`config.mk`:
```
export PLATFORM = sky130hd
export DESIGN_NAME = usb_vid_pid_extractor_top
export DESIGN_NICKNAME = d
export VERILOG_FILES = /design/src/sv/vpe_pkg.sv /design/src/sv/usb_vid_pid_extractor_top.sv /design/src/sv/vpe_field.sv /design/src/sv/vpe_lead.sv /design/src/sv/vpe_result.sv
export SDC_FILE = /design/constraint.sdc
export NUM_CORES = 1
export LEC_CHECK = 0
export ABC_AREA = 1
export BUFFER_PORTS_ARGS = -buffer_cell sky130_fd_sc_hd__buf_2
export CAP_MARGIN = 20
export CORE_UTILIZATION = 60
export CTS_CLUSTER_SIZE = 12
export DETAILED_ROUTE_END_ITERATION = 6
export PLACE_DENSITY = 0.8
export SKIP_CTS_REPAIR_TIMING = 1
export SLEW_MARGIN = 20
export SYNTH_ARGS = -nofsm -noshare
export SYNTH_HDL_FRONTEND = slang
export SYNTH_SLANG_ARGS = --single-unit
```
`constraint.sdc`:
```
create_clock -name clk -period 3.46 [get_ports clk]
set_input_delay 0.692 -clock clk [delete_from_list [all_inputs] [get_ports clk]]
set_output_delay 0.692 -clock clk [all_outputs]
set_load 0.01 [all_outputs]
```
`src/sv/vpe_pkg.sv`:
```
// ----------------------------------------------------------------------------
// vpe_pkg
// Shared types, constants and character helpers for the VID/PID extractor.
// ----------------------------------------------------------------------------
`default_nettype none

package vpe_pkg;

	localparam int CharW   = 16;
	localparam int IdW     = 16;
	localparam int NeedleN = 4;
	localparam int DigitsN = 4;
	localparam int LeadN   = 8;
	localparam int OutDataW = 40;

	typedef logic [CharW-1:0] char_t;
	typedef char_t [NeedleN-1:0] needle_t;

	localparam needle_t VidNeedle = '{16'h005F, 16'h0064, 16'h0069, 16'h0076};
	localparam needle_t PidNeedle = '{16'h005F, 16'h0064, 16'h0069, 16'h0070};
	localparam char_t   LBrace    = 16'h007B;

	typedef struct packed {
		logic           ok;
		logic [3:0]     val;
	} hex_t;

	typedef struct packed {
		logic           good;
		logic [IdW-1:0] value;
	} cap_t;

	typedef struct packed {
		logic           good;
		logic [IdW-1:0] low_half;
		logic [IdW-1:0] high_half;
	} lead_t;

	function automatic char_t fold_lower(input char_t c);
		char_t r;
		r = c;
		if (c >= 16'h0041 && c <= 16'h005A) begin
			r = c + 16'd32;
		end
		return r;
	endfunction

	function automatic hex_t hex_value(input char_t c);
		hex_t r;
		r.ok  = 1'b0;
		r.val = 4'd0;
		if (c >= 16'h0030 && c <= 16'h0039) begin
			r.ok  = 1'b1;
			r.val = 4'(c - 16'h0030);
		end else if (c >= 16'h0061 && c <= 16'h0066) begin
			r.ok  = 1'b1;
			r.val = 4'(c - 16'h0061 + 16'd10);
		end else if (c >= 16'h0041 && c <= 16'h0046) begin
			r.ok  = 1'b1;
			r.val = 4'(c - 16'h0041 + 16'd10);
		end
		return r;
	endfunction

endpackage

`default_nettype wire

```
`src/sv/usb_vid_pid_extractor_top.sv`:
```
// The result register loads as a string's last item leaves the input register.
// Throughput: one character item per cycle; input register and result register
// decouple the two sides, so only a stalled result blocks the next last item.
// Reset: arst_n clears all match state and both valid flags asynchronously.
// ----------------------------------------------------------------------------
// usb_vid_pid_extractor_top
// Extracts vendor and product identifiers from a device path string.
// ----------------------------------------------------------------------------
`default_nettype none

module usb_vid_pid_extractor_top
	import vpe_pkg::*;
(
	input  wire logic        clk,
	input  wire logic        arst_n,
	input  wire logic        s_axis_tvalid,
	output logic             s_axis_tready,
	// char_code[15:0]
	input  wire logic [15:0] s_axis_tdata,
	input  wire logic        s_axis_tlast,
	output logic             m_axis_tvalid,
	input  wire logic        m_axis_tready,
	// found, vendor_id[15:0], product_id[15:0], from_path, id_nonzero, zero pad
	output logic [OutDataW-1:0] m_axis_tdata
);

	logic  valid_s1, last_s1;
	char_t char_s1;
	logic  ended_q;
	logic  out_free, adv, step, clear;
	cap_t  vid_cap, pid_cap;
	lead_t lead;

	assign adv           = valid_s1 && (!last_s1 || out_free);
	assign step          = adv && !ended_q && (char_s1 != '0);
	assign clear         = adv && last_s1;
	assign s_axis_tready = !valid_s1 || adv;

	always_ff @(posedge clk or negedge arst_n) begin
		if (!arst_n) begin
			valid_s1 <= 1'b0;
		end else if (s_axis_tready) begin
			valid_s1 <= s_axis_tvalid;
		end
	end

	always_ff @(posedge clk) begin
		if (s_axis_tready && s_axis_tvalid) begin
			char_s1 <= s_axis_tdata;
			last_s1 <= s_axis_tlast;
		end
	end

	always_ff @(posedge clk or negedge arst_n) begin
		if (!arst_n) begin
			ended_q <= 1'b0;
		end else if (clear) begin
			ended_q <= 1'b0;
		end else if (adv && char_s1 == '0) begin
			ended_q <= 1'b1;
		end
	end

	vpe_field u_vid (
		.clk       (clk),
		.arst_n    (arst_n),
		.step      (step),
		.clear     (clear),
		.char_code (char_s1),
		.needle    (VidNeedle),
		.cap       (vid_cap)
	);

	vpe_field u_pid (
		.clk       (clk),
		.arst_n    (arst_n),
		.step      (step),
		.clear     (clear),
		.char_code (char_s1),
		.needle    (PidNeedle),
		.cap       (pid_cap)
	);

	vpe_lead u_lead (
		.clk       (clk),
		.arst_n    (arst_n),
		.step      (step),
		.clear     (clear),
		.char_code (char_s1),
		.lead      (lead)
	);

	vpe_result u_result (
		.clk           (clk),
		.arst_n        (arst_n),
		.load          (clear),
		.vid           (vid_cap),
		.pid           (pid_cap),
		.lead          (lead),
		.free          (out_free),
		.m_axis_tvalid (m_axis_tvalid),
		.m_axis_tready (m_axis_tready),
		.m_axis_tdata  (m_axis_tdata)
	);

	a_nonzero_found: assert property (@(posedge clk) disable iff (!arst_n)
		m_axis_tvalid && m_axis_tdata[34] |-> m_axis_tdata[0])
		else $error("id_nonzero without found");

	a_path_found: assert property (@(posedge clk) disable iff (!arst_n)
		m_axis_tvalid && m_axis_tdata[33] |-> m_axis_tdata[0])
		else $error("from_path without found");

	a_notfound_zero: assert property (@(posedge clk) disable iff (!arst_n)
		m_axis_tvalid && !m_axis_tdata[0] |-> m_axis_tdata[32:1] == 32'd0)
		else $error("identifiers nonzero when not found");

	a_hold_last: assert property (@(posedge clk) disable iff (!arst_n)
		valid_s1 && last_s1 && m_axis_tvalid && !m_axis_tready |=> valid_s1 && last_s1)
		else $error("last item dropped while result stalled");

	a_idle_ready: assert property (@(posedge clk) disable iff (!arst_n)
		!valid_s1 |-> s_axis_tready)
		else $error("input stalled with empty stage");

endmodule

`default_nettype wire

```
`src/sv/vpe_field.sv`:
```
// ----------------------------------------------------------------------------
// vpe_field
// Finds the first case-insensitive needle match and captures four hex digits.
// ----------------------------------------------------------------------------
`default_nettype none

module vpe_field
	import vpe_pkg::*;
(
	input  wire logic    clk,
	input  wire logic    arst_n,
	input  wire logic    step,
	input  wire logic    clear,
	input  wire char_t   char_code,
	input  wire needle_t needle,
	output cap_t         cap
);

	logic [2:0]     match_pos_q, match_pos_d;
	logic           seen_q, seen_d;
	logic [2:0]     count_q, count_d;
	logic [IdW-1:0] accum_q, accum_d;
	logic           bad_q, bad_d;
	char_t          low;
	hex_t           hx;

	always_comb begin
		low         = fold_lower(char_code);
		hx          = hex_value(char_code);
		match_pos_d = match_pos_q;
		seen_d      = seen_q;
		count_d     = count_q;
		accum_d     = accum_q;
		bad_d       = bad_q;
		if (step) begin
			if (seen_q) begin
				if (count_q < 3'(DigitsN)) begin
					if (!hx.ok) begin
						bad_d = 1'b1;
					end else begin
						accum_d = {accum_q[IdW-5:0], hx.val};
					end
					count_d = count_q + 3'd1;
				end
			end else begin
				if (low == needle[match_pos_q[1:0]]) begin
					match_pos_d = match_pos_q + 3'd1;
				end else begin
					match_pos_d = (low == needle[0]) ? 3'd1 : 3'd0;
				end
				if (match_pos_d >= 3'(NeedleN)) begin
					seen_d      = 1'b1;
					match_pos_d = 3'(NeedleN);
				end
			end
		end
		cap.good  = seen_d && (count_d >= 3'(DigitsN)) && !bad_d;
		cap.value = accum_d;
	end

	always_ff @(posedge clk or negedge arst_n) begin
		if (!arst_n) begin
			match_pos_q <= '0;
			seen_q      <= 1'b0;
			count_q     <= '0;
			accum_q     <= '0;
			bad_q       <= 1'b0;
		end else if (clear) begin
			match_pos_q <= '0;
			seen_q      <= 1'b0;
			count_q     <= '0;
			accum_q     <= '0;
			bad_q       <= 1'b0;
		end else begin
			match_pos_q <= match_pos_d;
			seen_q      <= seen_d;
			count_q     <= count_d;
			accum_q     <= accum_d;
			bad_q       <= bad_d;
		end
	end

endmodule

`default_nettype wire

```
`src/sv/vpe_lead.sv`:
```
// ----------------------------------------------------------------------------
// vpe_lead
// Captures eight hex digits at the string start, skipping one leading brace.
// ----------------------------------------------------------------------------
`default_nettype none

module vpe_lead
	import vpe_pkg::*;
(
	input  wire logic  clk,
	input  wire logic  arst_n,
	input  wire logic  step,
	input  wire logic  clear,
	input  wire char_t char_code,
	output lead_t      lead
);

	logic [3:0]       pos_q, pos_d;
	logic             started_q, started_d;
	logic [2*IdW-1:0] accum_q, accum_d;
	logic             bad_q, bad_d;
	hex_t             hx;
	logic             skip;

	always_comb begin
		hx        = hex_value(char_code);
		pos_d     = pos_q;
		started_d = started_q;
		accum_d   = accum_q;
		bad_d     = bad_q;
		skip      = 1'b0;
		if (step) begin
			if (!started_q) begin
				started_d = 1'b1;
				skip      = (char_code == LBrace);
			end
			if (!skip && pos_q < 4'(LeadN)) begin
				if (!hx.ok) begin
					bad_d = 1'b1;
				end else begin
					accum_d = {accum_q[2*IdW-5:0], hx.val};
				end
				pos_d = pos_q + 4'd1;
			end
		end
		lead.good      = (pos_d >= 4'(LeadN)) && !bad_d;
		lead.low_half  = accum_d[IdW-1:0];
		lead.high_half = accum_d[2*IdW-1:IdW];
	end

	always_ff @(posedge clk or negedge arst_n) begin
		if (!arst_n) begin
			pos_q     <= '0;
			started_q <= 1'b0;
			accum_q   <= '0;
			bad_q     <= 1'b0;
		end else if (clear) begin
			pos_q     <= '0;
			started_q <= 1'b0;
			accum_q   <= '0;
			bad_q     <= 1'b0;
		end else begin
			pos_q     <= pos_d;
			started_q <= started_d;
			accum_q   <= accum_d;
			bad_q     <= bad_d;
		end
	end

endmodule

`default_nettype wire

```
`src/sv/vpe_result.sv`:
```
// ----------------------------------------------------------------------------
// vpe_result
// Selects primary or fallback identifiers and holds the result item.
// ----------------------------------------------------------------------------
`default_nettype none

module vpe_result
	import vpe_pkg::*;
(
	input  wire logic  clk,
	input  wire logic  arst_n,
	input  wire logic  load,
	input  wire cap_t  vid,
	input  wire cap_t  pid,
	input  wire lead_t lead,
	output logic       free,
	output logic       m_axis_tvalid,
	input  wire logic  m_axis_tready,
	// found, vendor_id[15:0], product_id[15:0], from_path, id_nonzero, zero pad
	output logic [OutDataW-1:0] m_axis_tdata
);

	logic           valid_q;
	logic           found_q, from_path_q, nonzero_q;
	logic [IdW-1:0] vendor_q, product_q;
	logic           found, from_path;
	logic [IdW-1:0] vendor, product;

	always_comb begin
		found     = 1'b0;
		from_path = 1'b0;
		vendor    = '0;
		product   = '0;
		if (vid.good && pid.good) begin
			found     = 1'b1;
			from_path = 1'b1;
			vendor    = vid.value;
			product   = pid.value;
		end else if (lead.good) begin
			found   = 1'b1;
			vendor  = lead.low_half;
			product = lead.high_half;
		end
	end

	assign free = !valid_q || m_axis_tready;

	always_ff @(posedge clk or negedge arst_n) begin
		if (!arst_n) begin
			valid_q <= 1'b0;
		end else if (load) begin
			valid_q <= 1'b1;
		end else if (m_axis_tready) begin
			valid_q <= 1'b0;
		end
	end

	always_ff @(posedge clk) begin
		if (load) begin
			found_q     <= found;
			from_path_q <= from_path;
			vendor_q    <= vendor;
			product_q   <= product;
			nonzero_q   <= found && ((vendor | product) != '0);
		end
	end

	assign m_axis_tvalid = valid_q;
	assign m_axis_tdata  = {5'd0, nonzero_q, from_path_q, product_q, vendor_q, found_q};

endmodule

`default_nettype wire
```
==> results.txt <==
outcome -> finished, final reports clean
Total Routing Usage GR -> 29.5%
Hold Slack -> 0.264 ns
final hold vios -> 0
Post-DP Area -> 7930 um2
WL final -> 17,800 um
syn_area_per_cell -> 8.33 um2
skew final -> 0.00700 ns
nets -> 1,005
area leader, netlist -> dfrtp_1
Syn. warnings -> 0
Final HPWL DP -> 11,800 um
root buf cell -> clkbuf_16
first-pass GRT wire length -> 28,700 um
Worst Path Max Fanout -> 8
Placeable Area -> 12,100 um2
Antenna Cells -> 0
htree depth -> 4
number of synthesized flops with an enable pin -> 52
Peak Freq -> 0.299 GHz
Seq/Total Area, Yosys -> 51.0%
drc violations -> 0
Sw Ratio -> 23.0%
Vias per Instance -> 5.40
leakage -> 0.00470 uW
CP Class -> reg -> reg
Max-cap violations -> 0
Initial DRT Pass Iterations -> 6
insertion delay to the later sink of the worst-skew pair -> 0.43 ns
Placer Congestion -> 0.924
number of global-route vias before repair -> 5,735
CTS Sinks -> 141
Top-Level Pins -> 63
share of the synthesized area in the top cell type -> 30.0%
TritonCTS Buffers -> 17
FF+latch count, synth -> 141
endpoint class of the critical path -> flop
TritonCTS clock tree -> done
Syn-to-layout area delta -> 18.0%
Hold WC Path Type -> in -> async
Switch Pwr -> 919 uW
Detail Route Antenna Nets -> 0
ys async rst share -> 63.1%
initial antenna violation count -> 0
register share of total power -> 45.8%
CTS Buffer Depth -> 2
critical path launch point type -> flop
Storage cell area -> 3790 um2
slew at the pin closest to its max-slew limit -> 0.618 ns
Die Y -> 113 um
commonest non-fill, non-tap cell in the layout -> nand2_1
fill count -> 868
Power Density -> 456 nW/um2
cell area after layout -> 8770 um2
row cnt -> 40
1st-iter DRT viols -> 752
Die Wd -> 113 um
final core occ -> 72.7%
routed vias -> 6,224
Pint -> 3080 uW
combinational power share -> 7.2%
Initial Util -> 61.6%
fraction of the cycle the final worst path needs -> 96.7%
mapped cell area -> 7430 um2
fin crit period -> 3.35 ns
Max-slew headroom -> 58.7%
grt ovf -> 0
area of the multi-input gates -> 2980 um2
I/O Buffers -> 57
Yosys cell types -> 49
clk slew on worst S/H paths -> 0.06 ns
die area -> 12,800 um2
drt wl/cell -> 15.5 um
layout cells sized above 1 -> 19.2%
largest net degree at the start of global routing -> 111
Post-Synthesis Cells -> 892
Worst EP arrival -> 3.53 ns
data required time of the worst path -> 3.64 ns
commonest non-fill, non-tap cells in the layout -> 217 x nand2_1, 139 x inv_1, 113 x nor2_1
ranking of synthesized cells by area -> dfrtp_1 30%, edfxtp_1 21%, nand2_1 11%, inv_1 7.1%, nor2_1 6.0%
Max Slew Vio Count -> 0
Clock Power Share -> 47.0%
# setup viols final -> 0
main flop type after synthesis -> dfrtp_1
Max VDD drop -> 0.411 mV
Fin Setup TNS -> 0 ns
==> per-stage QoR <==
step,cells,setup WS (ns),power (uW)
3_5_place_dp,1105,0.0321,2130
6_report,1152,0.113,4000
3_3_place_gp,1105,0.179,2130
4_1_cts,1137,0.103,3980
5_1_grt,1152,-0.0461,4120
2_1_floorplan,896,0.387,2030
==> layout make-up <==
type | instances | area share [%]
clock inverter | 14 | 2.00
timing repair buffer | 93 | 7.11
clock buffer | 18 | 4.89
inverter | 150 | 6.46
sequential | 141 | 43.2
tap | 168 | 2.40
multi-input combinational | 568 | 33.9
==> worst max-delay path: stages (launching register included) <==
cell and delay [ns]:
edfxtp_1 0.44, inv_2 0.10, ha_1 0.20, nand2_1 0.14
nor3_2 0.07, nand2_2 0.10, nand2_4 0.09, inv_2 0.16
a31oi_1 0.13, nor2_1 0.18, nand3_1 0.16, nor2_4 0.22
nand2_2 0.10, nor2_4 0.27, nand2_2 0.09, nand2_1 0.11
nand2_1 0.09, nor2_2 0.15, nand2_1 0.09, nor2_2 0.11
nand2_1 0.09
==> path summary, 6_finish.rpt <==
path,cells past startpoint,endpoint,slack [ns],start
max,20,u_result.nonzero_q$_DFFE_PP_,0.11,char_s1[0]$_DFFE_PP_
min,2,u_lead.started_q$_DFFE_PN0P_,0.26,arst_n
max reg2reg,20,u_result.nonzero_q$_DFFE_PP_,0.11,char_s1[0]$_DFFE_PP_
min reg2reg,1,u_vid.count_q[0]$_DFF_PN0_,0.49,u_vid.count_q[0]$_DFF_PN0_
max in group asynchronous,2,u_pid.accum_q[15]$_DFF_PN0_,2.76,arst_n
min in group clk,1,char_s1[11]$_DFFE_PP_,0.43,s_axis_tdata[11]
==> synthesized netlist by cell type, drive strengths merged, types with 8 or more instances <==
cell / count
nand2: 239
inv: 149
nor2: 125
dfrtp: 89
o21ai: 63
edfxtp: 52
buf: 30
nand4: 25
nand3: 24
a21oi: 19
o21a: 16
ha: 13
clkbuf: 8
==> cell families after synthesis <==
kind of cell,synth area share (%)
buffers and inverters,10.6
AO/OA/AOI/OAI,9.78
multiplexers,0.269
XOR/XNOR,0.825
AND/OR/NAND/NOR,25.3
other,0.0505
adder cells (fa/ha/maj),2.19
flip-flops,51.0
==> flip-flops by register name, indices dropped and copies added, names as in the netlist, 3 cells and up <==
signal / flops
char_s1: 16
u_lead.accum_q: 32
u_lead.pos_q: 4
u_pid.accum_q: 16
u_pid.count_q: 3
u_pid.match_pos_q: 3
u_result.product_q: 16
u_result.vendor_q: 16
u_vid.accum_q: 16
u_vid.count_q: 3
u_vid.match_pos_q: 3
==> layer usage <==
| layer | GRT usage (%) | vias to the layer above | part of all wire [%] |
|---|---|---|---|
| li1 | - | 2977 | - |
| met5 | 0 | - | 0 |
| met4 | 11.9 | 0 | 3.0 |
| met1 | 41.3 | 2938 | 44 |
| met2 | 44.3 | 264 | 46 |
| met3 | 7.45 | 45 | 7.3 |
==> power by group through the flow <==
stage	logic [uW]	registers, uW	clock network [uW]
3_5_place_dp	273	1860	0
4_1_cts	275	1830	1880
3_3_place_gp	268	1860	0
5_1_grt	321	1830	1960
2_1_floorplan	163	1860	0
6_report	289	1830	1880
Power figures use the tool's default switching activity.
